### config.mk
export PLATFORM = sky130hd
export DESIGN_NAME = swr_power_meter_calc_unit_flat
export DESIGN_NICKNAME = d
export VERILOG_FILES = /design/src/design/swr_pkg.sv /design/src/design/swr_if.sv /design/src/design/swr_power_meter_calc_unit.sv /design/src/design/swr_ctrl.sv /design/src/design/swr_dp.sv /design/src/flat_wrapper.sv
export SDC_FILE = /design/constraint.sdc
export NUM_CORES = 2
export LEC_CHECK = 0
export BUFFER_PORTS_ARGS = -buffer_cell sky130_fd_sc_hd__buf_4
export CAP_MARGIN = 10
export CORE_MARGIN = 5
export CORE_UTILIZATION = 50
export CTS_CLUSTER_SIZE = 25
export DETAILED_ROUTE_END_ITERATION = 8
export GPL_ROUTABILITY_DRIVEN = 0
export PLACE_DENSITY = 0.69
export SYNTH_ARGS = -nofsm -noshare
export SYNTH_HDL_FRONTEND = slang
export SYNTH_SLANG_ARGS = --single-unit
### constraint.sdc
create_clock -name i_clk -period 13 [get_ports i_clk]
set_input_delay 1.95 -clock i_clk [delete_from_list [all_inputs] [get_ports i_clk]]
set_output_delay 1.95 -clock i_clk [all_outputs]
set_load 0.005 [all_outputs]
### src/design/swr_pkg.sv
`timescale 1ns / 1ps
`default_nettype none

package swr_pkg;

    // Field widths of the channels
    localparam int unsigned SAMPLE_W      = 12;
    localparam int unsigned SAMPLE_BITS_DEF = 12;
    localparam int unsigned SCALED_W      = 16;
    localparam int unsigned SWR_W         = 24;
    localparam int unsigned PWR_W         = 32;
    localparam int unsigned CFG_IDX_W     = 3;
    localparam int unsigned CFG_DATA_W    = 32;
    localparam int unsigned MUL_W         = 16;
    localparam int unsigned DIVS_W        = 24;

    // Shared divider: 32-bit dividend, quotient bits per cycle
    localparam int unsigned DIV_W         = 32;
    localparam int unsigned DIV_BITS_PER_CYCLE = 2;
    localparam int unsigned DIV_CYCLES    = DIV_W / DIV_BITS_PER_CYCLE;
    localparam int unsigned DIV_CNT_W     = $clog2(DIV_CYCLES);

    localparam logic [SCALED_W-1:0] SCALED_MAX = 16'hFFFF;
    localparam logic [MUL_W-1:0]    SWR_SCALE  = 16'd100;

    // Reset values of the configuration registers
    localparam logic [MUL_W-1:0]  RST_SUPPLY_MUL = 16'd3300;
    localparam logic [DIVS_W-1:0] RST_SUPPLY_DIV = 24'd4095;
    localparam logic [MUL_W-1:0]  RST_BRIDGE_MUL = 16'd3300;
    localparam logic [DIVS_W-1:0] RST_BRIDGE_DIV = 24'd4095;
    localparam logic [PWR_W-1:0]  RST_POWER_DIV  = 32'd1;

    typedef enum logic [CFG_IDX_W-1:0] {
        CFG_SUPPLY_MUL = 3'd0,
        CFG_SUPPLY_DIV = 3'd1,
        CFG_BRIDGE_MUL = 3'd2,
        CFG_BRIDGE_DIV = 3'd3,
        CFG_POWER_DIV  = 3'd4
    } t_cfg_idx;

    typedef enum logic [2:0] {
        OP_NONE   = 3'd0,
        OP_LOAD   = 3'd1,
        OP_MUL    = 3'd2,
        OP_DIV    = 3'd3,
        OP_STORE  = 3'd4,
        OP_FINISH = 3'd5
    } t_dp_op;

    typedef enum logic [2:0] {
        PH_VCC = 3'd0,
        PH_REV = 3'd1,
        PH_FWD = 3'd2,
        PH_SWR = 3'd3,
        PH_PWR = 3'd4
    } t_phase;

    typedef struct packed {
        t_dp_op op;
        t_phase phase;
    } t_dp_cmd;

    typedef struct packed {
        logic div_last;
        logic swr_zero;
    } t_dp_sts;

endpackage

`default_nettype wire

### src/design/swr_if.sv
`timescale 1ns / 1ps
`default_nettype none

interface swr_in_if;
    logic                          valid;
    logic                          ready;
    logic [swr_pkg::SAMPLE_W-1:0]  supply_sample;
    logic [swr_pkg::SAMPLE_W-1:0]  reflected_sample;
    logic [swr_pkg::SAMPLE_W-1:0]  forward_sample;

    modport source (output valid, output supply_sample, output reflected_sample,
                    output forward_sample, input ready);
    modport sink   (input valid, input supply_sample, input reflected_sample,
                    input forward_sample, output ready);
endinterface

interface swr_out_if;
    logic                          valid;
    logic                          ready;
    logic [swr_pkg::SCALED_W-1:0]  supply_voltage;
    logic [swr_pkg::SWR_W-1:0]     swr_times_hundred;
    logic [swr_pkg::PWR_W-1:0]     forward_power;
    logic                          changed;

    modport source (output valid, output supply_voltage, output swr_times_hundred,
                    output forward_power, output changed, input ready);
    modport sink   (input valid, input supply_voltage, input swr_times_hundred,
                    input forward_power, input changed, output ready);
endinterface

interface swr_cfg_if;
    logic                            valid;
    logic                            ready;
    logic [swr_pkg::CFG_IDX_W-1:0]   index;
    logic [swr_pkg::CFG_DATA_W-1:0]  data;

    modport source (output valid, output index, output data, input ready);
    modport sink   (input valid, input index, input data, output ready);
endinterface

`default_nettype wire

### src/design/swr_power_meter_calc_unit.sv
`timescale 1ns / 1ps
`default_nettype none

// SWR and forward power calculator for a directional bridge meter.
// i_in carries one measurement tick (supply, reflected, forward ADC counts);
// o_out returns one result item per tick: scaled supply voltage, SWR x 100,
// forward power and a flag set when any result differs from the last tick.
// i_cfg writes the five scale registers by index; it is always ready and
// should only be used while no tick is in flight.
// Each tick runs five multiply/divide passes on one shared 17x16 multiplier
// and one restoring divider that retires 2 quotient bits a cycle: each pass
// is a multiply step, a divide phase and a store step, and a finish step
// loads the output register last. When reflected is at or above forward,
// the ratio pass skips its multiply and divide and stores zero.
// The calculator takes one tick at a time; i_in.ready is high only while
// the calculator is idle.
// The result sits in an output register, so a new tick is taken while the
// previous result still waits; if the receiver stalls, the next result holds
// in the datapath until the output register empties.
// Reset (i_rst_n low, synchronous) restores the register defaults, clears
// the stored last results to zero and drops o_out.valid.
module swr_power_meter_calc_unit #(
    parameter int unsigned SAMPLE_BITS = swr_pkg::SAMPLE_BITS_DEF
) (
    input  logic        i_clk,
    input  logic        i_rst_n,
    swr_cfg_if.sink     i_cfg,
    swr_in_if.sink      i_in,
    swr_out_if.source   o_out
);

    swr_pkg::t_dp_cmd cmd;
    swr_pkg::t_dp_sts sts;

    // configuration never stalls
    assign i_cfg.ready = 1'b1;

    swr_ctrl u_ctrl (
        .i_clk       (i_clk),
        .i_rst_n     (i_rst_n),
        .i_in_valid  (i_in.valid),
        .o_in_ready  (i_in.ready),
        .o_out_valid (o_out.valid),
        .i_out_ready (o_out.ready),
        .o_cmd       (cmd),
        .i_sts       (sts)
    );

    swr_dp #(
        .SAMPLE_BITS (SAMPLE_BITS)
    ) u_dp (
        .i_clk               (i_clk),
        .i_rst_n             (i_rst_n),
        .i_cmd               (cmd),
        .o_sts               (sts),
        .i_cfg_we            (i_cfg.valid),
        .i_cfg_idx           (i_cfg.index),
        .i_cfg_data          (i_cfg.data),
        .i_supply_sample     (i_in.supply_sample),
        .i_reflected_sample  (i_in.reflected_sample),
        .i_forward_sample    (i_in.forward_sample),
        .o_supply_voltage    (o_out.supply_voltage),
        .o_swr_times_hundred (o_out.swr_times_hundred),
        .o_forward_power     (o_out.forward_power),
        .o_changed           (o_out.changed)
    );

    // leave reset idle with no result pending
    a_reset_idle: assert property (@(posedge i_clk)
        !i_rst_n |=> (i_in.ready && !o_out.valid))
        else $error("block not idle after reset");

    // one tick at a time: busy right after an acceptance
    a_busy_after_accept: assert property (@(posedge i_clk) disable iff (!i_rst_n)
        (i_in.valid && i_in.ready) |=> !i_in.ready)
        else $error("input taken while a tick is in flight");

    // a nonzero ratio is never below 1.00
    a_swr_floor: assert property (@(posedge i_clk) disable iff (!i_rst_n)
        (o_out.valid && o_out.swr_times_hundred != '0) |->
            (o_out.swr_times_hundred >= 24'd100))
        else $error("swr result below unity");

endmodule

`default_nettype wire

### src/design/swr_ctrl.sv
`timescale 1ns / 1ps
`default_nettype none

module swr_ctrl (
    input  logic             i_clk,
    input  logic             i_rst_n,
    input  logic             i_in_valid,
    output logic             o_in_ready,
    output logic             o_out_valid,
    input  logic             i_out_ready,
    output swr_pkg::t_dp_cmd o_cmd,
    input  swr_pkg::t_dp_sts i_sts
);

    typedef enum logic [4:0] {
        S_IDLE   = 5'b00001,
        S_MUL    = 5'b00010,
        S_DIV    = 5'b00100,
        S_STORE  = 5'b01000,
        S_FINISH = 5'b10000
    } t_state;

    t_state           r_state, n_state;
    swr_pkg::t_phase  r_phase, n_phase;
    logic             r_out_valid, n_out_valid;
    logic             out_free;

    function automatic swr_pkg::t_phase next_phase(input swr_pkg::t_phase ph);
        swr_pkg::t_phase nx;
        case (ph)
            swr_pkg::PH_VCC: nx = swr_pkg::PH_REV;
            swr_pkg::PH_REV: nx = swr_pkg::PH_FWD;
            swr_pkg::PH_FWD: nx = swr_pkg::PH_SWR;
            swr_pkg::PH_SWR: nx = swr_pkg::PH_PWR;
            default:         nx = swr_pkg::PH_PWR;
        endcase
        return nx;
    endfunction

    always_comb begin
        n_state     = r_state;
        n_phase     = r_phase;
        n_out_valid = r_out_valid;
        o_cmd.op    = swr_pkg::OP_NONE;
        o_cmd.phase = r_phase;
        out_free    = !r_out_valid || i_out_ready;
        if (r_out_valid && i_out_ready) begin
            n_out_valid = 1'b0;
        end
        case (r_state)
            S_IDLE: begin
                if (i_in_valid) begin
                    o_cmd.op = swr_pkg::OP_LOAD;
                    n_phase  = swr_pkg::PH_VCC;
                    n_state  = S_MUL;
                end
            end
            S_MUL: begin
                // reflected at or above forward: skip the ratio division
                if (r_phase == swr_pkg::PH_SWR && i_sts.swr_zero) begin
                    o_cmd.op = swr_pkg::OP_STORE;
                    n_phase  = swr_pkg::PH_PWR;
                end else begin
                    o_cmd.op = swr_pkg::OP_MUL;
                    n_state  = S_DIV;
                end
            end
            S_DIV: begin
                o_cmd.op = swr_pkg::OP_DIV;
                if (i_sts.div_last) begin
                    n_state = S_STORE;
                end
            end
            S_STORE: begin
                o_cmd.op = swr_pkg::OP_STORE;
                if (r_phase == swr_pkg::PH_PWR) begin
                    n_state = S_FINISH;
                end else begin
                    n_phase = next_phase(r_phase);
                    n_state = S_MUL;
                end
            end
            S_FINISH: begin
                if (out_free) begin
                    o_cmd.op    = swr_pkg::OP_FINISH;
                    n_out_valid = 1'b1;
                    n_state     = S_IDLE;
                end
            end
            default: begin
                n_state = S_IDLE;
            end
        endcase
    end

    always_ff @(posedge i_clk) begin
        if (!i_rst_n) begin
            r_state     <= S_IDLE;
            r_phase     <= swr_pkg::PH_VCC;
            r_out_valid <= 1'b0;
        end else begin
            r_state     <= n_state;
            r_phase     <= n_phase;
            r_out_valid <= n_out_valid;
        end
    end

    assign o_in_ready  = (r_state == S_IDLE);
    assign o_out_valid = r_out_valid;

endmodule

`default_nettype wire

### src/design/swr_dp.sv
`timescale 1ns / 1ps
`default_nettype none

module swr_dp #(
    parameter int unsigned SAMPLE_BITS = swr_pkg::SAMPLE_BITS_DEF
) (
    input  logic                              i_clk,
    input  logic                              i_rst_n,
    input  swr_pkg::t_dp_cmd                  i_cmd,
    output swr_pkg::t_dp_sts                  o_sts,
    input  logic                              i_cfg_we,
    input  logic [swr_pkg::CFG_IDX_W-1:0]     i_cfg_idx,
    input  logic [swr_pkg::CFG_DATA_W-1:0]    i_cfg_data,
    input  logic [swr_pkg::SAMPLE_W-1:0]      i_supply_sample,
    input  logic [swr_pkg::SAMPLE_W-1:0]      i_reflected_sample,
    input  logic [swr_pkg::SAMPLE_W-1:0]      i_forward_sample,
    output logic [swr_pkg::SCALED_W-1:0]      o_supply_voltage,
    output logic [swr_pkg::SWR_W-1:0]         o_swr_times_hundred,
    output logic [swr_pkg::PWR_W-1:0]         o_forward_power,
    output logic                              o_changed
);

    localparam int unsigned SW = swr_pkg::SCALED_W;
    localparam int unsigned DW = swr_pkg::DIV_W;
    localparam logic [SW-1:0] SampleMask = SW'((17'd1 << SAMPLE_BITS) - 17'd1);
    localparam logic [swr_pkg::DIV_CNT_W-1:0] DivLast =
        swr_pkg::DIV_CNT_W'(swr_pkg::DIV_CYCLES - 1);

    // configuration
    logic [swr_pkg::MUL_W-1:0]  r_supply_mul;
    logic [swr_pkg::DIVS_W-1:0] r_supply_div;
    logic [swr_pkg::MUL_W-1:0]  r_bridge_mul;
    logic [swr_pkg::DIVS_W-1:0] r_bridge_div;
    logic [swr_pkg::PWR_W-1:0]  r_power_div;

    // working registers
    logic [SW-1:0]              r_smp_vcc, r_smp_rev, r_smp_fwd;
    logic [SW-1:0]              r_vcc, r_rev, r_fwd;
    logic [swr_pkg::SWR_W-1:0]  r_swr;
    logic [swr_pkg::PWR_W-1:0]  r_pwr;
    logic [DW-1:0]              r_rem, r_quo, r_dvs;
    logic [swr_pkg::DIV_CNT_W-1:0] r_cnt;

    // results, also the last-result state
    logic [SW-1:0]              r_out_vcc;
    logic [swr_pkg::SWR_W-1:0]  r_out_swr;
    logic [swr_pkg::PWR_W-1:0]  r_out_pwr;
    logic                       r_out_chg;

    logic [SW-1:0]              rev_clamp;
    logic [SW-1:0]              diff;
    logic [SW:0]                sum;
    logic [SW:0]                mul_a;
    logic [swr_pkg::MUL_W-1:0]  mul_b;
    logic [DW-1:0]              mul_p;
    logic [DW-1:0]              dvs_sel;
    logic [DW-1:0]              n_rem, n_quo;
    logic [SW-1:0]              quo_sat;

    // reflected clamped to forward
    assign rev_clamp = (r_rev > r_fwd) ? r_fwd : r_rev;
    assign sum       = {1'b0, r_fwd} + {1'b0, rev_clamp};
    assign diff      = r_fwd - rev_clamp;
    assign o_sts.swr_zero = (r_rev >= r_fwd);
    assign o_sts.div_last = (r_cnt == DivLast);

    // operand and divisor select for the shared multiplier and divider
    always_comb begin
        case (i_cmd.phase)
            swr_pkg::PH_VCC: begin
                mul_a   = {1'b0, r_smp_vcc};
                mul_b   = r_supply_mul;
                dvs_sel = DW'(r_supply_div);
            end
            swr_pkg::PH_REV: begin
                mul_a   = {1'b0, r_smp_rev};
                mul_b   = r_bridge_mul;
                dvs_sel = DW'(r_bridge_div);
            end
            swr_pkg::PH_FWD: begin
                mul_a   = {1'b0, r_smp_fwd};
                mul_b   = r_bridge_mul;
                dvs_sel = DW'(r_bridge_div);
            end
            swr_pkg::PH_SWR: begin
                mul_a   = sum;
                mul_b   = swr_pkg::SWR_SCALE;
                dvs_sel = DW'(diff);
            end
            default: begin
                mul_a   = {1'b0, r_fwd};
                mul_b   = r_fwd;
                dvs_sel = r_power_div;
            end
        endcase
    end

    // products stay below 2^32 for every phase
    assign mul_p = DW'(mul_a * mul_b);

    // restoring division, DIV_BITS_PER_CYCLE quotient bits per cycle; divisor zero gives all ones
    always_comb begin
        logic [DW:0] sh;
        n_rem = r_rem;
        n_quo = r_quo;
        for (int i = 0; i < swr_pkg::DIV_BITS_PER_CYCLE; i++) begin
            sh    = {n_rem, n_quo[DW-1]};
            n_quo = {n_quo[DW-2:0], 1'b0};
            if (sh >= {1'b0, r_dvs}) begin
                n_rem    = DW'(sh - {1'b0, r_dvs});
                n_quo[0] = 1'b1;
            end else begin
                n_rem    = sh[DW-1:0];
            end
        end
    end

    assign quo_sat = (r_quo > DW'(swr_pkg::SCALED_MAX)) ? swr_pkg::SCALED_MAX : r_quo[SW-1:0];

    always_ff @(posedge i_clk) begin
        if (!i_rst_n) begin
            r_supply_mul <= swr_pkg::RST_SUPPLY_MUL;
            r_supply_div <= swr_pkg::RST_SUPPLY_DIV;
            r_bridge_mul <= swr_pkg::RST_BRIDGE_MUL;
            r_bridge_div <= swr_pkg::RST_BRIDGE_DIV;
            r_power_div  <= swr_pkg::RST_POWER_DIV;
            r_out_vcc    <= '0;
            r_out_swr    <= '0;
            r_out_pwr    <= '0;
            r_out_chg    <= 1'b0;
            r_cnt        <= '0;
        end else begin
            if (i_cfg_we) begin
                case (i_cfg_idx)
                    swr_pkg::CFG_SUPPLY_MUL: r_supply_mul <= i_cfg_data[swr_pkg::MUL_W-1:0];
                    swr_pkg::CFG_SUPPLY_DIV: r_supply_div <= i_cfg_data[swr_pkg::DIVS_W-1:0];
                    swr_pkg::CFG_BRIDGE_MUL: r_bridge_mul <= i_cfg_data[swr_pkg::MUL_W-1:0];
                    swr_pkg::CFG_BRIDGE_DIV: r_bridge_div <= i_cfg_data[swr_pkg::DIVS_W-1:0];
                    swr_pkg::CFG_POWER_DIV:  r_power_div  <= i_cfg_data[swr_pkg::PWR_W-1:0];
                    default: ;
                endcase
            end
            case (i_cmd.op)
                swr_pkg::OP_MUL: r_cnt <= '0;
                swr_pkg::OP_DIV: r_cnt <= r_cnt + 1'b1;
                swr_pkg::OP_FINISH: begin
                    r_out_chg <= (r_vcc != r_out_vcc) || (r_swr != r_out_swr) ||
                                 (r_pwr != r_out_pwr);
                    r_out_vcc <= r_vcc;
                    r_out_swr <= r_swr;
                    r_out_pwr <= r_pwr;
                end
                default: ;
            endcase
        end
    end

    always_ff @(posedge i_clk) begin
        case (i_cmd.op)
            swr_pkg::OP_LOAD: begin
                r_smp_vcc <= SW'(i_supply_sample) & SampleMask;
                r_smp_rev <= SW'(i_reflected_sample) & SampleMask;
                r_smp_fwd <= SW'(i_forward_sample) & SampleMask;
            end
            swr_pkg::OP_MUL: begin
                r_quo <= mul_p;
                r_rem <= '0;
                r_dvs <= dvs_sel;
            end
            swr_pkg::OP_DIV: begin
                r_quo <= n_quo;
                r_rem <= n_rem;
            end
            swr_pkg::OP_STORE: begin
                case (i_cmd.phase)
                    swr_pkg::PH_VCC: r_vcc <= quo_sat;
                    swr_pkg::PH_REV: r_rev <= quo_sat;
                    swr_pkg::PH_FWD: r_fwd <= quo_sat;
                    swr_pkg::PH_SWR: r_swr <= o_sts.swr_zero ? '0 : r_quo[swr_pkg::SWR_W-1:0];
                    default:         r_pwr <= r_quo;
                endcase
            end
            default: ;
        endcase
    end

    assign o_supply_voltage    = r_out_vcc;
    assign o_swr_times_hundred = r_out_swr;
    assign o_forward_power     = r_out_pwr;
    assign o_changed           = r_out_chg;

endmodule

`default_nettype wire
### src/flat_wrapper.sv
// flat-port wrapper written by rule: the top's interface ports become plain ports
module swr_power_meter_calc_unit_flat 
#(
    parameter int unsigned SAMPLE_BITS = swr_pkg::SAMPLE_BITS_DEF
)
  (i_clk, i_rst_n, i_cfg_valid, i_cfg_index, i_cfg_data, i_cfg_ready, i_in_valid, i_in_supply_sample, i_in_reflected_sample, i_in_forward_sample, i_in_ready, o_out_valid, o_out_supply_voltage, o_out_swr_times_hundred, o_out_forward_power, o_out_changed, o_out_ready);
  swr_cfg_if i_cfg_i ();
  swr_in_if i_in_i ();
  swr_out_if o_out_i ();
  input  logic i_clk;
  input  logic i_rst_n;
  input wire logic [$bits(i_cfg_i.valid)-1:0] i_cfg_valid;
  input wire logic [$bits(i_cfg_i.index)-1:0] i_cfg_index;
  input wire logic [$bits(i_cfg_i.data)-1:0] i_cfg_data;
  output wire logic [$bits(i_cfg_i.ready)-1:0] i_cfg_ready;
  input wire logic [$bits(i_in_i.valid)-1:0] i_in_valid;
  input wire logic [$bits(i_in_i.supply_sample)-1:0] i_in_supply_sample;
  input wire logic [$bits(i_in_i.reflected_sample)-1:0] i_in_reflected_sample;
  input wire logic [$bits(i_in_i.forward_sample)-1:0] i_in_forward_sample;
  output wire logic [$bits(i_in_i.ready)-1:0] i_in_ready;
  output wire logic [$bits(o_out_i.valid)-1:0] o_out_valid;
  output wire logic [$bits(o_out_i.supply_voltage)-1:0] o_out_supply_voltage;
  output wire logic [$bits(o_out_i.swr_times_hundred)-1:0] o_out_swr_times_hundred;
  output wire logic [$bits(o_out_i.forward_power)-1:0] o_out_forward_power;
  output wire logic [$bits(o_out_i.changed)-1:0] o_out_changed;
  input wire logic [$bits(o_out_i.ready)-1:0] o_out_ready;
  assign i_cfg_i.valid = i_cfg_valid;
  assign i_cfg_i.index = i_cfg_index;
  assign i_cfg_i.data = i_cfg_data;
  assign i_cfg_ready = i_cfg_i.ready;
  assign i_in_i.valid = i_in_valid;
  assign i_in_i.supply_sample = i_in_supply_sample;
  assign i_in_i.reflected_sample = i_in_reflected_sample;
  assign i_in_i.forward_sample = i_in_forward_sample;
  assign i_in_ready = i_in_i.ready;
  assign o_out_valid = o_out_i.valid;
  assign o_out_supply_voltage = o_out_i.supply_voltage;
  assign o_out_swr_times_hundred = o_out_i.swr_times_hundred;
  assign o_out_forward_power = o_out_i.forward_power;
  assign o_out_changed = o_out_i.changed;
  assign o_out_i.ready = o_out_ready;
  swr_power_meter_calc_unit #(.SAMPLE_BITS(SAMPLE_BITS)) u_core (.i_clk(i_clk), .i_rst_n(i_rst_n), .i_cfg(i_cfg_i), .i_in(i_in_i), .o_out(o_out_i));
endmodule
==> flow_metrics.env <==
export IMPL_status="complete, no violations"
export IMPL_drv_cap=0
export IMPL_htreeDepth=2
export IMPL_grt_max_degree=88
export IMPL_seq_area_frac_synth=0.349
export IMPL_clk_pin_slew_ns=0.06
export IMPL_numCtsBuffers=48
export IMPL_grt_overflow=0
export IMPL_grt_pass1_wl_mm=138
export IMPL_r2r_slack_ns=1.16
export IMPL_min_period_ns=11.84
export IMPL_drtIter0Drc=2271
export IMPL_die_h_um=262
export IMPL_cts_root_buf="clkbuf_16"
export IMPL_clock_skew_ns=0.0151
export IMPL_io_pins=152
export IMPL_syn_inst=3474
export IMPL_setup_violations=0
export IMPL_tightest_slew_ns=1.17
export IMPL_relSlewSlack=0.219
export IMPL_p_leak_nw=15.1
export IMPL_ant_nets=0
export IMPL_max_vdd_ir_drop_mv=0.351
export IMPL_synth_flop_cell="edfxtp_1"
export IMPL_syn_area_um2=31700
export IMPL_place_ws_ns=1.21
export IMPL_drv_slew=0
export IMPL_holdBufCountCts=0
export IMPL_power_density_nw_per_um2=198
export IMPL_place_port_buffers=150
export IMPL_synth_edf_count=236
export IMPL_nets=4073
export IMPL_synth_mux_area_frac=0.0261
export IMPL_fmax_mhz=84.4
export IMPL_dieArea_um2=68500
export IMPL_synth_top_family_by_area="adder cells"
export IMPL_drt_pass1_iterations=8
export IMPL_start_kind="flop"
export IMPL_drt_wl_total_mm=87.8
export IMPL_grt_util_met2=0.396
export IMPL_busiest_layer="met2"
export IMPL_required_ns=13.30
export IMPL_finalCritPeriodShare=0.911
export IMPL_utilization=0.561
export IMPL_cp_end_kind="flop"
export IMPL_cts_tree="done"
export IMPL_die_x_um=262
export IMPL_viasPerCell=5.61
export IMPL_worstSkewPairLatency_ns=0.58
export IMPL_cp_data_arrival_time_ns=12.15
export IMPL_hp_class="reg -> reg"
export IMPL_cts_path_max_buffers=3
export IMPL_drive_above_1_share=0.103
export IMPL_ys_types=83
export IMPL_post_cts_buffers=0
export IMPL_wire_per_inst_um=19.7
export IMPL_slowest_stage="fa_1"
export IMPL_yosys_warnings=0
export IMPL_fp_row_count=92
export IMPL_final_setup_worst_slack_ns=1.16
export IMPL_fin_tns_setup_ns=0
export IMPL_dp_hpwl_mm=65.8
export IMPL_crit_fanout=27
export IMPL_ys_seq_elements=434
export IMPL_path_class="reg -> reg"
export IMPL_start_util=0.503
export IMPL_met1_usage=0.364
export IMPL_cts_resized_gates=0
export IMPL_synth_compound_area_frac=0.130
export IMPL_yosys_area_share_simple=0.165
export IMPL_grt_use_met3=0.0412
export IMPL_cts_sinks=434
export IMPL_async_flop_share=0
export IMPL_drc=0
export IMPL_synth_xor_area_frac=0.0495
export IMPL_finalHoldViolCount=0
export IMPL_yosys_area_share_adder=0.219
export IMPL_rsz0062_at_grt="false"
export IMPL_antenna_found_initial=7
export IMPL_core_area_um2=63000
export IMPL_syn_to_final_growth_pct=11.6
export IMPL_fillers=5659
export IMPL_vias=25000
export IMPL_avgSynthCellArea_um2=9.12
export IMPL_grt_pass1_vias=24200
export IMPL_grt_use_total=0.254
export IMPL_critPathMaxStageDelay_ns=0.55
## routing by layer
metal	up-vias	share of wire
li1	11900	-
met1	12000	0.44
met2	984	0.44
met3	153	0.078
met4	2	0.034
met5	-	0.00024
## per-stage QoR
step	instance area (µm²)	cells	hold WS [ns]	power (mW)
2_1_floorplan	31700	3485	0.432	4.73
3_3_place_gp	33700	4366	0.438	5.53
3_5_place_dp	33700	4366	0.447	5.59
4_1_cts	35300	4455	0.455	7.02
5_1_grt	35300	4458	0.470	7.65
6_report	35300	4459	0.454	6.99
## power breakdown
part | switching (mW) | internal, mW | total (mW)
registers | 0.0537 | 1.67 | 1.72
logic | 2.27 | 1.60 | 3.87
clock network | 0.578 | 0.818 | 1.40
## cell families (layout without fill, tap and decap cells)
kind of cell             count (synthesis)  count (layout)
multiplexers                            68              68
AND/OR/NAND/NOR                       1191            1191
AO/OA/AOI/OAI                          662             662
flip-flops                             434             434
buffers and inverters                  511             635
XOR/XNOR                               179             179
adder cells (fa/ha/maj)                427             427
other                                    2              17
## cell type report
class | count | area, µm² | area share
inverters | 353 | 1330 | 0.0376
clock buffers | 59 | 1300 | 0.0369
flip-flops and latches | 434 | 11100 | 0.313
multi-input cells | 2540 | 18800 | 0.532
diodes | 4 | 10.0 | 0.000283
clock inverters | 30 | 324 | 0.00917
repair buffers | 193 | 1450 | 0.0410
well taps | 846 | 1060 | 0.0299
## placed cells by master (no fill, tap or decap), types with 9 or more instances in the layout
| cell type | n |
|---|---|
| nand2_1 | 627 |
| inv_1 | 351 |
| a21oi_1 | 269 |
| edfxtp_1 | 236 |
| nor2_1 | 219 |
| ha_1 | 216 |
| fa_1 | 211 |
| dfxtp_1 | 195 |
| buf_4 | 193 |
| o21ai_0 | 105 |
| xor2_1 | 96 |
| xnor2_1 | 82 |
| nand3_1 | 73 |
| clkbuf_16 | 49 |
| a21o_1 | 42 |
| nor3_1 | 35 |
| o21a_1 | 35 |
| nand2b_1 | 35 |
| and3_1 | 34 |
| mux2i_1 | 32 |
| nor4_1 | 31 |
| and2_1 | 30 |
| or2_2 | 29 |
| a211oi_1 | 27 |
| mux2_2 | 27 |
| nand4_1 | 20 |
| nor2b_1 | 20 |
| o21ai_1 | 20 |
| a221oi_1 | 19 |
| o211ai_1 | 17 |
| o31ai_1 | 15 |
| a31oi_1 | 13 |
| conb_1 | 13 |
| nand3b_1 | 12 |
| o21bai_1 | 11 |
| a22oi_1 | 11 |
| mux4_2 | 9 |
## cell usage after synthesis, drive strengths merged, types with 14 or more instances
| master | count | area [µm²] |
|---|---|---|
| and2 | 31 | 194 |
| xnor2 | 82 | 718 |
| mux2i | 32 | 320 |
| o31ai | 17 | 128 |
| ha | 216 | 2700 |
| dfxtp | 198 | 3960 |
| nor2b | 21 | 131 |
| o211ai | 18 | 140 |
| nand2 | 627 | 2350 |
| nand2b | 35 | 219 |
| a21oi | 271 | 1360 |
| xor2 | 97 | 850 |
| nor4 | 31 | 194 |
| nand3 | 73 | 365 |
| nor2 | 221 | 830 |
| or2 | 30 | 188 |
| a31oi | 14 | 87.6 |
| a21o | 42 | 315 |
| clkbuf | 134 | 503 |
| inv | 352 | 1320 |
| nor3 | 36 | 180 |
| o21a | 35 | 263 |
| and3 | 34 | 213 |
| buf | 24 | 116 |
| a211oi | 28 | 215 |
| fa | 211 | 4220 |
| a221oi | 19 | 166 |
| nand4 | 20 | 125 |
| edfxtp | 236 | 7090 |
| mux2 | 27 | 304 |
| o21ai | 127 | 636 |
## path summary, 6_finish.rpt
check	start	end	depth (start not counted)
setup / recovery	u_core.u_dp.r_fwd[9]	u_core.u_dp.r_quo[31]	44
hold / removal	u_core.u_dp.r_supply_div[20]	u_core.u_dp.r_supply_div[20]	2
hold reg to reg	u_core.u_dp.r_supply_div[20]	u_core.u_dp.r_supply_div[20]	2
setup reg to reg	u_core.u_dp.r_fwd[9]	u_core.u_dp.r_quo[31]	44
## worst max-delay path: cells and delay by family (launching register included)
family,cells,cell delay [ns]
buffers and inverters,7,1.06
XOR/XNOR,1,0.15
flip-flops,1,0.46
AO/OA/AOI/OAI,21,4.55
multiplexers,1,0.30
adder cells (fa/ha/maj),9,4.05
AND/OR/NAND/NOR,5,1.00
## flip-flops by register name, indices dropped and copies added (netlist names), 24 cells and up
signal                           flops
u_core.u_dp.o_forward_power         32
u_core.u_dp.r_supply_div            24
u_core.u_dp.r_dvs                   32
u_core.u_dp.o_swr_times_hundred     24
u_core.u_dp.r_bridge_div            24
u_core.u_dp.r_swr                   24
u_core.u_dp.r_quo                   32
u_core.u_dp.r_power_div             32
u_core.u_dp.r_pwr                   32
u_core.u_dp.r_rem                   32
Note: power is estimated with default switching activity, not from simulation.
